==> src/rotation_matrix_to_quaternion_assert.svh <==
// ---------------------------------------------------------------------------
// Rotation matrix to quaternion: assertion macros
// Property wrappers used by the top level for its concurrent checks.
// ---------------------------------------------------------------------------
`ifndef ROTATION_MATRIX_TO_QUATERNION_ASSERT_SVH
`define ROTATION_MATRIX_TO_QUATERNION_ASSERT_SVH

// Same-cycle implication.
`define RMQ_ASSERT_IMPLIES(lbl, clk, rst, ante, cons, msg) \
  lbl: assert property (@(posedge clk) disable iff (rst) (ante) |-> (cons)) \
    else $error(msg);

// Next-cycle implication.
`define RMQ_ASSERT_NEXT(lbl, clk, rst, ante, cons, msg) \
  lbl: assert property (@(posedge clk) disable iff (rst) (ante) |=> (cons)) \
    else $error(msg);

// Implication after a fixed number of cycles.
`define RMQ_ASSERT_DELAY(lbl, clk, rst, ante, dly, cons, msg) \
  lbl: assert property (@(posedge clk) disable iff (rst) (ante) |-> ##dly (cons)) \
    else $error(msg);

`endif

==> src/rmq_pkg.sv <==
// ---------------------------------------------------------------------------
// Rotation matrix to quaternion: shared package
// Widths, sign-flag indices and the control word passed along the chain.
// ---------------------------------------------------------------------------
package rmq_pkg;

  localparam int RMQ_FRAC_BITS_DEF = 14;
  localparam int RMQ_Q_W           = 16;
  localparam logic [RMQ_Q_W-2:0] RMQ_MAG_MAX = '1;

  // Positions of the off-diagonal sign flags in the control word
  localparam int NEG_D21_12 = 0;  // m21 - m12 < 0
  localparam int NEG_D02_20 = 1;  // m02 - m20 < 0
  localparam int NEG_D10_01 = 2;  // m10 - m01 < 0
  localparam int NEG_S10_01 = 3;  // m10 + m01 < 0
  localparam int NEG_S02_20 = 4;  // m02 + m20 < 0
  localparam int NEG_S21_12 = 5;  // m21 + m12 < 0
  localparam int NEG_N      = 6;

  typedef struct packed {
    logic              valid;
    logic [NEG_N-1:0]  neg;
  } rmq_ctl_t;

  // Width of a signed diagonal sum including the added one
  function automatic int rmq_sum_w(input int fb);
    return ((fb > RMQ_Q_W) ? fb : RMQ_Q_W) + 3;
  endfunction

  // Width of the radicand: clamped sum shifted left by FRAC_BITS-2
  function automatic int rmq_rad_w(input int fb);
    return rmq_sum_w(fb) - 1 + fb - 2;
  endfunction

endpackage

==> src/rotation_matrix_to_quaternion.sv <==
// Pipeline: entry stage, RW = (XW + 1) / 2 root cells (15 at FRAC_BITS = 14),
//   round stage and output stage; the square-root cell chain is fully pipelined.
// Throughput: one matrix per cycle while busy is low.
// Reset: synchronous; clears every valid flag and holds busy high for the cycle
//   after rst drops. done is a one-cycle strobe and cannot be held off.
// ---------------------------------------------------------------------------
// Rotation matrix to quaternion: top level
// Q1.14 rotation matrix in, unit quaternion out, through a chain of root cells.
// ---------------------------------------------------------------------------
`include "rotation_matrix_to_quaternion_assert.svh"

module rotation_matrix_to_quaternion import rmq_pkg::*; #(
  parameter int FRAC_BITS = RMQ_FRAC_BITS_DEF
) (
  input  logic                      clk,
  input  logic                      rst,
  input  logic                      start,
  output logic                      busy,
  input  logic signed [RMQ_Q_W-1:0] m00,
  input  logic signed [RMQ_Q_W-1:0] m01,
  input  logic signed [RMQ_Q_W-1:0] m02,
  input  logic signed [RMQ_Q_W-1:0] m10,
  input  logic signed [RMQ_Q_W-1:0] m11,
  input  logic signed [RMQ_Q_W-1:0] m12,
  input  logic signed [RMQ_Q_W-1:0] m20,
  input  logic signed [RMQ_Q_W-1:0] m21,
  input  logic signed [RMQ_Q_W-1:0] m22,
  output logic                      done,
  output logic signed [RMQ_Q_W-1:0] quat_w,
  output logic signed [RMQ_Q_W-1:0] quat_x,
  output logic signed [RMQ_Q_W-1:0] quat_y,
  output logic signed [RMQ_Q_W-1:0] quat_z
);

  localparam int SW  = rmq_sum_w(FRAC_BITS);
  localparam int XW  = rmq_rad_w(FRAC_BITS);
  localparam int RW  = (XW + 1) / 2;
  localparam int LAT = RW + 3;

  logic                       take;
  logic [3:0][SW-2:0]         sum_mag;
  rmq_ctl_t                   ctl_s  [RW+1];
  logic [3:0][XW-1:0]         rem_s  [RW+1];
  logic [3:0][RW-1:0]         root_s [RW+1];
  logic [3:0][RMQ_Q_W-1:0]    quat;

  assign take = start && !busy;

  always_ff @(posedge clk) begin
    busy <= rst;
  end

  rmq_entry #(.FRAC_BITS(FRAC_BITS)) u_entry (
    .clk     (clk),
    .rst     (rst),
    .take    (take),
    .m00     (m00),
    .m01     (m01),
    .m02     (m02),
    .m10     (m10),
    .m11     (m11),
    .m12     (m12),
    .m20     (m20),
    .m21     (m21),
    .m22     (m22),
    .sum_mag (sum_mag),
    .ctl     (ctl_s[0])
  );

  // radicand = clamped sum scaled by 2^(FRAC_BITS-2)
  always_comb begin
    for (int l = 0; l < 4; l++) begin
      rem_s[0][l]  = XW'(sum_mag[l]) << (FRAC_BITS - 2);
      root_s[0][l] = '0;
    end
  end

  for (genvar g = 0; g < RW; g++) begin : g_chain
    rmq_sqrt_cell #(.FRAC_BITS(FRAC_BITS), .STEP(g)) u_step (
      .clk      (clk),
      .rst      (rst),
      .ctl_in   (ctl_s[g]),
      .rem_in   (rem_s[g]),
      .root_in  (root_s[g]),
      .ctl_out  (ctl_s[g+1]),
      .rem_out  (rem_s[g+1]),
      .root_out (root_s[g+1])
    );
  end

  rmq_finish #(.FRAC_BITS(FRAC_BITS)) u_finish (
    .clk     (clk),
    .rst     (rst),
    .ctl_in  (ctl_s[RW]),
    .rem_in  (rem_s[RW]),
    .root_in (root_s[RW]),
    .done    (done),
    .quat    (quat)
  );

  assign quat_w = quat[0];
  assign quat_x = quat[1];
  assign quat_y = quat[2];
  assign quat_z = quat[3];

  `RMQ_ASSERT_NEXT(a_busy_clears, clk, rst, !rst, !busy, "busy high outside reset")
  `RMQ_ASSERT_DELAY(a_beat_out, clk, rst, take, LAT, done, "accepted beat not delivered")
  `RMQ_ASSERT_IMPLIES(a_no_ghost, clk, rst, done, $past(take, LAT), "result without input beat")
  `RMQ_ASSERT_IMPLIES(a_lead_pos, clk, rst, done, !(quat_w[RMQ_Q_W-1] && quat_x[RMQ_Q_W-1] && quat_y[RMQ_Q_W-1] && quat_z[RMQ_Q_W-1]), "all components negative")

endmodule

==> src/rmq_entry.sv <==
// ---------------------------------------------------------------------------
// Rotation matrix to quaternion: entry stage
// Forms the four clamped diagonal sums and the six off-diagonal sign flags.
// ---------------------------------------------------------------------------
module rmq_entry import rmq_pkg::*; #(
  parameter int FRAC_BITS = RMQ_FRAC_BITS_DEF
) (
  input  logic                                     clk,
  input  logic                                     rst,
  input  logic                                     take,
  input  logic signed [RMQ_Q_W-1:0]                m00,
  input  logic signed [RMQ_Q_W-1:0]                m01,
  input  logic signed [RMQ_Q_W-1:0]                m02,
  input  logic signed [RMQ_Q_W-1:0]                m10,
  input  logic signed [RMQ_Q_W-1:0]                m11,
  input  logic signed [RMQ_Q_W-1:0]                m12,
  input  logic signed [RMQ_Q_W-1:0]                m20,
  input  logic signed [RMQ_Q_W-1:0]                m21,
  input  logic signed [RMQ_Q_W-1:0]                m22,
  output logic [3:0][rmq_sum_w(FRAC_BITS)-2:0]     sum_mag,
  output rmq_ctl_t                                 ctl
);

  localparam int SW = rmq_sum_w(FRAC_BITS);

  logic signed [SW-1:0]      a, b, c, one_q;
  logic signed [3:0][SW-1:0] s;
  logic signed [RMQ_Q_W:0]   d21, d02, d10, p10, p02, p21;
  logic [NEG_N-1:0]          neg_next;

  always_comb begin
    a     = SW'(m00);
    b     = SW'(m11);
    c     = SW'(m22);
    one_q = SW'(1) << FRAC_BITS;
    s[0]  =  a + b + c + one_q;
    s[1]  =  a - b - c + one_q;
    s[2]  = -a + b - c + one_q;
    s[3]  = -a - b + c + one_q;

    d21 = (RMQ_Q_W+1)'(m21) - (RMQ_Q_W+1)'(m12);
    d02 = (RMQ_Q_W+1)'(m02) - (RMQ_Q_W+1)'(m20);
    d10 = (RMQ_Q_W+1)'(m10) - (RMQ_Q_W+1)'(m01);
    p10 = (RMQ_Q_W+1)'(m10) + (RMQ_Q_W+1)'(m01);
    p02 = (RMQ_Q_W+1)'(m02) + (RMQ_Q_W+1)'(m20);
    p21 = (RMQ_Q_W+1)'(m21) + (RMQ_Q_W+1)'(m12);

    neg_next             = '0;
    neg_next[NEG_D21_12] = d21[RMQ_Q_W];
    neg_next[NEG_D02_20] = d02[RMQ_Q_W];
    neg_next[NEG_D10_01] = d10[RMQ_Q_W];
    neg_next[NEG_S10_01] = p10[RMQ_Q_W];
    neg_next[NEG_S02_20] = p02[RMQ_Q_W];
    neg_next[NEG_S21_12] = p21[RMQ_Q_W];
  end

  always_ff @(posedge clk) begin
    if (rst) begin
      ctl.valid <= 1'b0;
    end else begin
      ctl.valid <= take;
    end
    ctl.neg <= neg_next;
    // clamp negative sums at zero
    for (int l = 0; l < 4; l++) begin
      sum_mag[l] <= s[l][SW-1] ? '0 : s[l][SW-2:0];
    end
  end

endmodule

==> src/rmq_sqrt_cell.sv <==
// ---------------------------------------------------------------------------
// Rotation matrix to quaternion: square-root cell
// One restoring digit step for all four lanes, registered towards the next.
// ---------------------------------------------------------------------------
module rmq_sqrt_cell import rmq_pkg::*; #(
  parameter int FRAC_BITS = RMQ_FRAC_BITS_DEF,
  parameter int STEP      = 0
) (
  input  logic                                           clk,
  input  logic                                           rst,
  input  rmq_ctl_t                                       ctl_in,
  input  logic [3:0][rmq_rad_w(FRAC_BITS)-1:0]           rem_in,
  input  logic [3:0][(rmq_rad_w(FRAC_BITS)+1)/2-1:0]     root_in,
  output rmq_ctl_t                                       ctl_out,
  output logic [3:0][rmq_rad_w(FRAC_BITS)-1:0]           rem_out,
  output logic [3:0][(rmq_rad_w(FRAC_BITS)+1)/2-1:0]     root_out
);

  localparam int XW = rmq_rad_w(FRAC_BITS);
  localparam int RW = (XW + 1) / 2;
  localparam int SH = RW - 1 - STEP;
  localparam int CW = 2 * RW + 1;

  logic [3:0][CW-1:0] trial;
  logic [3:0]         fit;
  logic [3:0][XW-1:0] rem_next;
  logic [3:0][RW-1:0] root_next;

  // (r + 2^SH)^2 - r^2 = r * 2^(SH+1) + 2^(2*SH)
  always_comb begin
    for (int l = 0; l < 4; l++) begin
      trial[l]     = (CW'(root_in[l]) << (SH + 1)) + (CW'(1) << (2 * SH));
      fit[l]       = CW'(rem_in[l]) >= trial[l];
      rem_next[l]  = fit[l] ? XW'(CW'(rem_in[l]) - trial[l]) : rem_in[l];
      root_next[l] = fit[l] ? (root_in[l] | (RW'(1) << SH)) : root_in[l];
    end
  end

  always_ff @(posedge clk) begin
    if (rst) begin
      ctl_out.valid <= 1'b0;
    end else begin
      ctl_out.valid <= ctl_in.valid;
    end
    ctl_out.neg <= ctl_in.neg;
    rem_out     <= rem_next;
    root_out    <= root_next;
  end

endmodule

==> src/rmq_finish.sv <==
// ---------------------------------------------------------------------------
// Rotation matrix to quaternion: finishing stages
// Rounds the roots, picks the largest component, applies signs, saturates.
// ---------------------------------------------------------------------------
module rmq_finish import rmq_pkg::*; #(
  parameter int FRAC_BITS = RMQ_FRAC_BITS_DEF
) (
  input  logic                                           clk,
  input  logic                                           rst,
  input  rmq_ctl_t                                       ctl_in,
  input  logic [3:0][rmq_rad_w(FRAC_BITS)-1:0]           rem_in,
  input  logic [3:0][(rmq_rad_w(FRAC_BITS)+1)/2-1:0]     root_in,
  output logic                                           done,
  output logic [3:0][RMQ_Q_W-1:0]                        quat
);

  localparam int XW = rmq_rad_w(FRAC_BITS);
  localparam int RW = (XW + 1) / 2;
  localparam int MW = RW + 1;
  localparam int EW = (MW > RMQ_Q_W) ? MW : RMQ_Q_W;

  typedef enum logic [1:0] {LEAD_W, LEAD_X, LEAD_Y, LEAD_Z} lead_t;

  rmq_ctl_t                   ctl_r;
  logic [3:0][MW-1:0]         mag;
  lead_t                      lead;
  logic [3:0]                 neg;
  logic [3:0][RMQ_Q_W-2:0]    sat;
  logic [3:0][RMQ_Q_W-1:0]    quat_next;
  logic                       win_w, win_x, win_y;

  function automatic logic [RMQ_Q_W-2:0] sat_bits(input logic [EW-1:0] v);
    return v[RMQ_Q_W-2:0];
  endfunction

  // Round to nearest: bump when the remainder exceeds the root
  always_ff @(posedge clk) begin
    if (rst) begin
      ctl_r.valid <= 1'b0;
    end else begin
      ctl_r.valid <= ctl_in.valid;
    end
    ctl_r.neg <= ctl_in.neg;
    for (int l = 0; l < 4; l++) begin
      mag[l] <= MW'(root_in[l]) + MW'(rem_in[l] > XW'(root_in[l]));
    end
  end

  always_comb begin
    win_w = (mag[0] >= mag[1]) && (mag[0] >= mag[2]) && (mag[0] >= mag[3]);
    win_x = (mag[1] >= mag[0]) && (mag[1] >= mag[2]) && (mag[1] >= mag[3]);
    win_y = (mag[2] >= mag[0]) && (mag[2] >= mag[1]) && (mag[2] >= mag[3]);
    if (win_w) begin
      lead = LEAD_W;
    end else if (win_x) begin
      lead = LEAD_X;
    end else if (win_y) begin
      lead = LEAD_Y;
    end else begin
      lead = LEAD_Z;
    end

    neg = '0;
    unique case (lead)
      LEAD_W: begin
        neg[1] = ctl_r.neg[NEG_D21_12];
        neg[2] = ctl_r.neg[NEG_D02_20];
        neg[3] = ctl_r.neg[NEG_D10_01];
      end
      LEAD_X: begin
        neg[0] = ctl_r.neg[NEG_D21_12];
        neg[2] = ctl_r.neg[NEG_S10_01];
        neg[3] = ctl_r.neg[NEG_S02_20];
      end
      LEAD_Y: begin
        neg[0] = ctl_r.neg[NEG_D02_20];
        neg[1] = ctl_r.neg[NEG_S10_01];
        neg[3] = ctl_r.neg[NEG_S21_12];
      end
      default: begin
        neg[0] = ctl_r.neg[NEG_D10_01];
        neg[1] = ctl_r.neg[NEG_S02_20];
        neg[2] = ctl_r.neg[NEG_S21_12];
      end
    endcase

    // saturate before the sign goes on
    for (int l = 0; l < 4; l++) begin
      sat[l] = (EW'(mag[l]) > EW'(RMQ_MAG_MAX)) ? RMQ_MAG_MAX
                                                : sat_bits(EW'(mag[l]));
      quat_next[l] = neg[l] ? -{1'b0, sat[l]} : {1'b0, sat[l]};
    end
  end

  always_ff @(posedge clk) begin
    if (rst) begin
      done <= 1'b0;
    end else begin
      done <= ctl_r.valid;
    end
    quat <= quat_next;
  end

endmodule
==> config.mk <==
export PLATFORM = sky130hd
export DESIGN_NAME = rotation_matrix_to_quaternion
export DESIGN_NICKNAME = d
export VERILOG_FILES = /design/src/rmq_pkg.sv /design/src/rotation_matrix_to_quaternion.sv /design/src/rmq_entry.sv /design/src/rmq_sqrt_cell.sv /design/src/rmq_finish.sv
export VERILOG_INCLUDE_DIRS = /design/src /design/src/src
export SDC_FILE = /design/constraint.sdc
export NUM_CORES = 2
export LEC_CHECK = 0
export BUFFER_PORTS_ARGS = -buffer_cell sky130_fd_sc_hd__clkbuf_2
export CORE_MARGIN = 2
export CORE_UTILIZATION = 45
export DETAILED_ROUTE_END_ITERATION = 8
export GPL_TIMING_DRIVEN = 0
export REMOVE_ABC_BUFFERS = 1
export SLEW_MARGIN = 20
export SYNTH_ARGS = -nofsm -noshare
export SYNTH_HDL_FRONTEND = slang
export SYNTH_SLANG_ARGS = --single-unit
==> constraint.sdc <==
create_clock -name clk -period 5.4 [get_ports clk]
set_input_delay 0 -clock clk [delete_from_list [all_inputs] [get_ports clk]]
set_output_delay 0 -clock clk [all_outputs]
set_load 0.05 [all_outputs]
==> flow_summary.json <==
{
  "status": "finished clean",
  "min_path_type": "primary input to register",
  "antenna_found_initial": 3,
  "multiInputGateArea_um2": 43980,
  "hold_path_depth": 6,
  "layout_commonest_cell": "dfxtp_1",
  "power.share.combinational": 0.400,
  "cell_internal_pwr_uw": 42390,
  "cts_tree": "yes",
  "start_kind": "register",
  "place_hpwl_um": 131400,
  "core_um2": 195200,
  "grt_pass1_vias": 61119,
  "p_clk_frac": 0.223,
  "synth_ff_type": "dfxtp_1",
  "rows": 162,
  "vias": 61155,
  "worst-endpoint-required_ns": 6.07,
  "post-cts-setup-buffer-count": 0,
  "drt-initial-drc-count": 2520,
  "maxCapViolations": 0,
  "synth_cell_types": 86,
  "critPathKind": "register to register",
  "synth-seq-cells": 2025,
  "dieArea_um2": 200200,
  "power_switching_share": 0.3639,
  "cp_max_fo": 17,
  "ioPinCount": 213,
  "synth_area_leader_cell": "dfxtp_1",
  "r2r_start": "u_finish.mag[47]",
  "root_buffer": "clkbuf_16",
  "numCtsBuffers": 206,
  "viasPerCell": 4.982,
  "die_y_um": 447.4,
  "avgRoutedWirePerCell_um": 13.68,
  "drive_gt1_frac": 0.08424,
  "p_leak_uw": 0.04659,
  "period_share": 0.9140,
  "worstSkewPairLatency_ns": 0.82,
  "path_clk_slew_ns": 0.06,
  "layout_common_cells": "dfxtp_1, inv_1, ha_1",
  "reg2reg_slack_ns": 0.46,
  "synthesis.area_um2": 88470,
  "hold_viol_final": 0,
  "diodes": 0,
  "synthArstFlopShare": 0,
  "total_power_uw": 66630,
  "hp-start": "m22[6]",
  "clock-sinks": 2025,
  "endpoint_kind": "register",
  "rsz0062_at_grt": "false",
  "hold_end": "u_entry.sum_mag[25]",
  "syn_inst": 9080,
  "relSlewSlack": 0.2805,
  "finClkSkew_ns": 0.03821,
  "fin_setup_tns_ns": 0,
  "netlist.area_leader.share": 0.4582,
  "grt_usage": 0.1647,
  "htree_levels": 4,
  "utilization": 0.5161,
  "io_buffers": 212,
  "slew_violations": 0,
  "synth_area_leaders": "dfxtp_1, ha_1, xnor2_1, inv_1, xor2_1",
  "drtAntennaViolNets": 0,
  "wirelength_um": 167900,
  "p_seq_frac": 0.378,
  "grt_start_max_net_pins": 35,
  "period_needed_ns": 4.935,
  "fill_cells": 17500,
  "dr.pass1.iters": 5,
  "worst_pin_slew_ns": 1.076,
  "syn_avg_cell_area_um2": 9.743,
  "drc": 0,
  "overflow": 0,
  "cts_buffer_depth": 3,
  "register_area_um2": 40540,
  "grt_pass1_wl_um": 281100,
  "ir_drop_uv": 312.2,
  "initial_core_util": 0.4532,
  "gp_congestion": 0.9079,
  "setup_viol": 0,
  "timing.rr.end": "u_finish.quat[39]",
  "switchingPower_uw": 24240,
  "ff2ff_path_depth": 11,
  "power_density_nw_per_um2": 661.5,
  "timing.fmax_mhz": 202.6,
  "yosys_warnings": 0,
  "die_x_um": 447.4,
  "arrival_ns": 5.60,
  "yosysSeqAreaShare": 0.4582,
  "synth_edf_count": 0,
  "nets": 10571,
  "syn_to_final_growth_pct": 13.87
}
## worst max-delay path, stage by stage, from the launching register on
cell	delay, ns
dfxtp_1	0.74
clkinv_1	0.53
ha_1	0.47
nand4_1	0.17
or4_1	0.18
a21oi_1	0.06
or4b_2	0.67
o221ai_1	0.42
o211ai_1	0.19
o211ai_1	0.67
nand2_1	0.24
o311ai_0	0.45
## registers in the layout, summed over array words and instances (netlist names)
| register | cells |
|---|---|
| busy | 1 |
| g_chain.u_step.ctl_out | 105 |
| g_chain.u_step.rem_out | 1224 |
| g_chain.u_step.root_out | 480 |
| u_entry.ctl | 7 |
| u_entry.sum_mag | 72 |
| u_finish.ctl_r | 7 |
| u_finish.done | 1 |
| u_finish.mag | 64 |
| u_finish.quat | 64 |
## how the worst max path moves through the flow
stage / startpoint / to / slack, ns / depth (start not counted)
3_3_place_gp: u_finish.mag[47] / u_finish.quat[8] / -1.28 / 11
3_5_place_dp: m00[3] / u_entry.sum_mag[52] / 0.42 / 18
4_1_cts: u_finish.mag[47] / u_finish.quat[39] / 0.56 / 11
5_1_grt: u_finish.mag[47] / u_finish.quat[39] / 0.17 / 11
6_report: u_finish.mag[47] / u_finish.quat[39] / 0.46 / 11
2_1_floorplan: u_finish.mag[47] / u_finish.quat[11] / 0.83 / 11
## repair_timing
action                                 in CTS  in global routing
gates resized for setup                     0                  0
hold buffers                               81                  0
endpoints found under the hold margin      54                  0
## power by group through the flow
stage               logic (uW)  registers, uW  clock network (uW)
floorplan                20700          24600                   0
global placement         25500          25400                   0
detailed placement       26400          25500                   0
CTS                      26700          25200               15300
global route             30100          25900               15900
finish                   26600          25200               14800
## routing by layer
layer | vias up | part of all wire | track usage
met5 | - | 0 | 0
met4 | 0 | 0.031 | 0.06054
met3 | 320 | 0.031 | 0.02349
met2 | 936 | 0.49 | 0.2979
met1 | 28009 | 0.45 | 0.1970
li1 | 31890 | - | -
## kinds of logic after synthesis
kind of cell / Yosys count / synth area share
adder cells (fa/ha/maj): 948 / 0.1420
flip-flops: 2025 / 0.4582
buffers and inverters: 1075 / 0.04588
XOR/XNOR: 812 / 0.08055
AND/OR/NAND/NOR: 2403 / 0.1376
AO/OA/AOI/OAI: 1688 / 0.1191
multiplexers: 129 / 0.01662
## area by class of cell
cell class                 count  share of cell area
timing repair buffer         307             0.01971
tap                         2624             0.03259
clock buffer                 281             0.05835
multi-input combinational   5980              0.4366
inverter                     956             0.03562
clock inverter               102             0.01467
sequential                  2025              0.4024
## cells in the mapped netlist, drive strengths merged (160+ instances only)
| cell type | n |
|---|---|
| xnor2 | 467 |
| xor2 | 344 |
| nand2 | 438 |
| nor2 | 623 |
| a21oi | 564 |
| a21o | 160 |
| nand3 | 164 |
| dfxtp | 2025 |
| o21ai | 385 |
| ha | 855 |
| nor3 | 297 |
| inv | 955 |
## metrics by stage
stage | area [um2] | cells | setup WS (ns) | hold slack (ns)
6_report | 100700 | 12275 | 0.4646 | 0.08482
5_1_grt | 100700 | 12275 | 0.1671 | 0.05409
4_1_cts | 100700 | 12274 | 0.5612 | 0.002488
3_5_place_dp | 92550 | 11810 | 0.4150 | 0.2537
3_3_place_gp | 92340 | 11797 | -1.279 | 0.2495
2_1_floorplan | 88000 | 8961 | 0.8331 | 0.02772
Note: power is estimated with default switching activity, not from simulation.
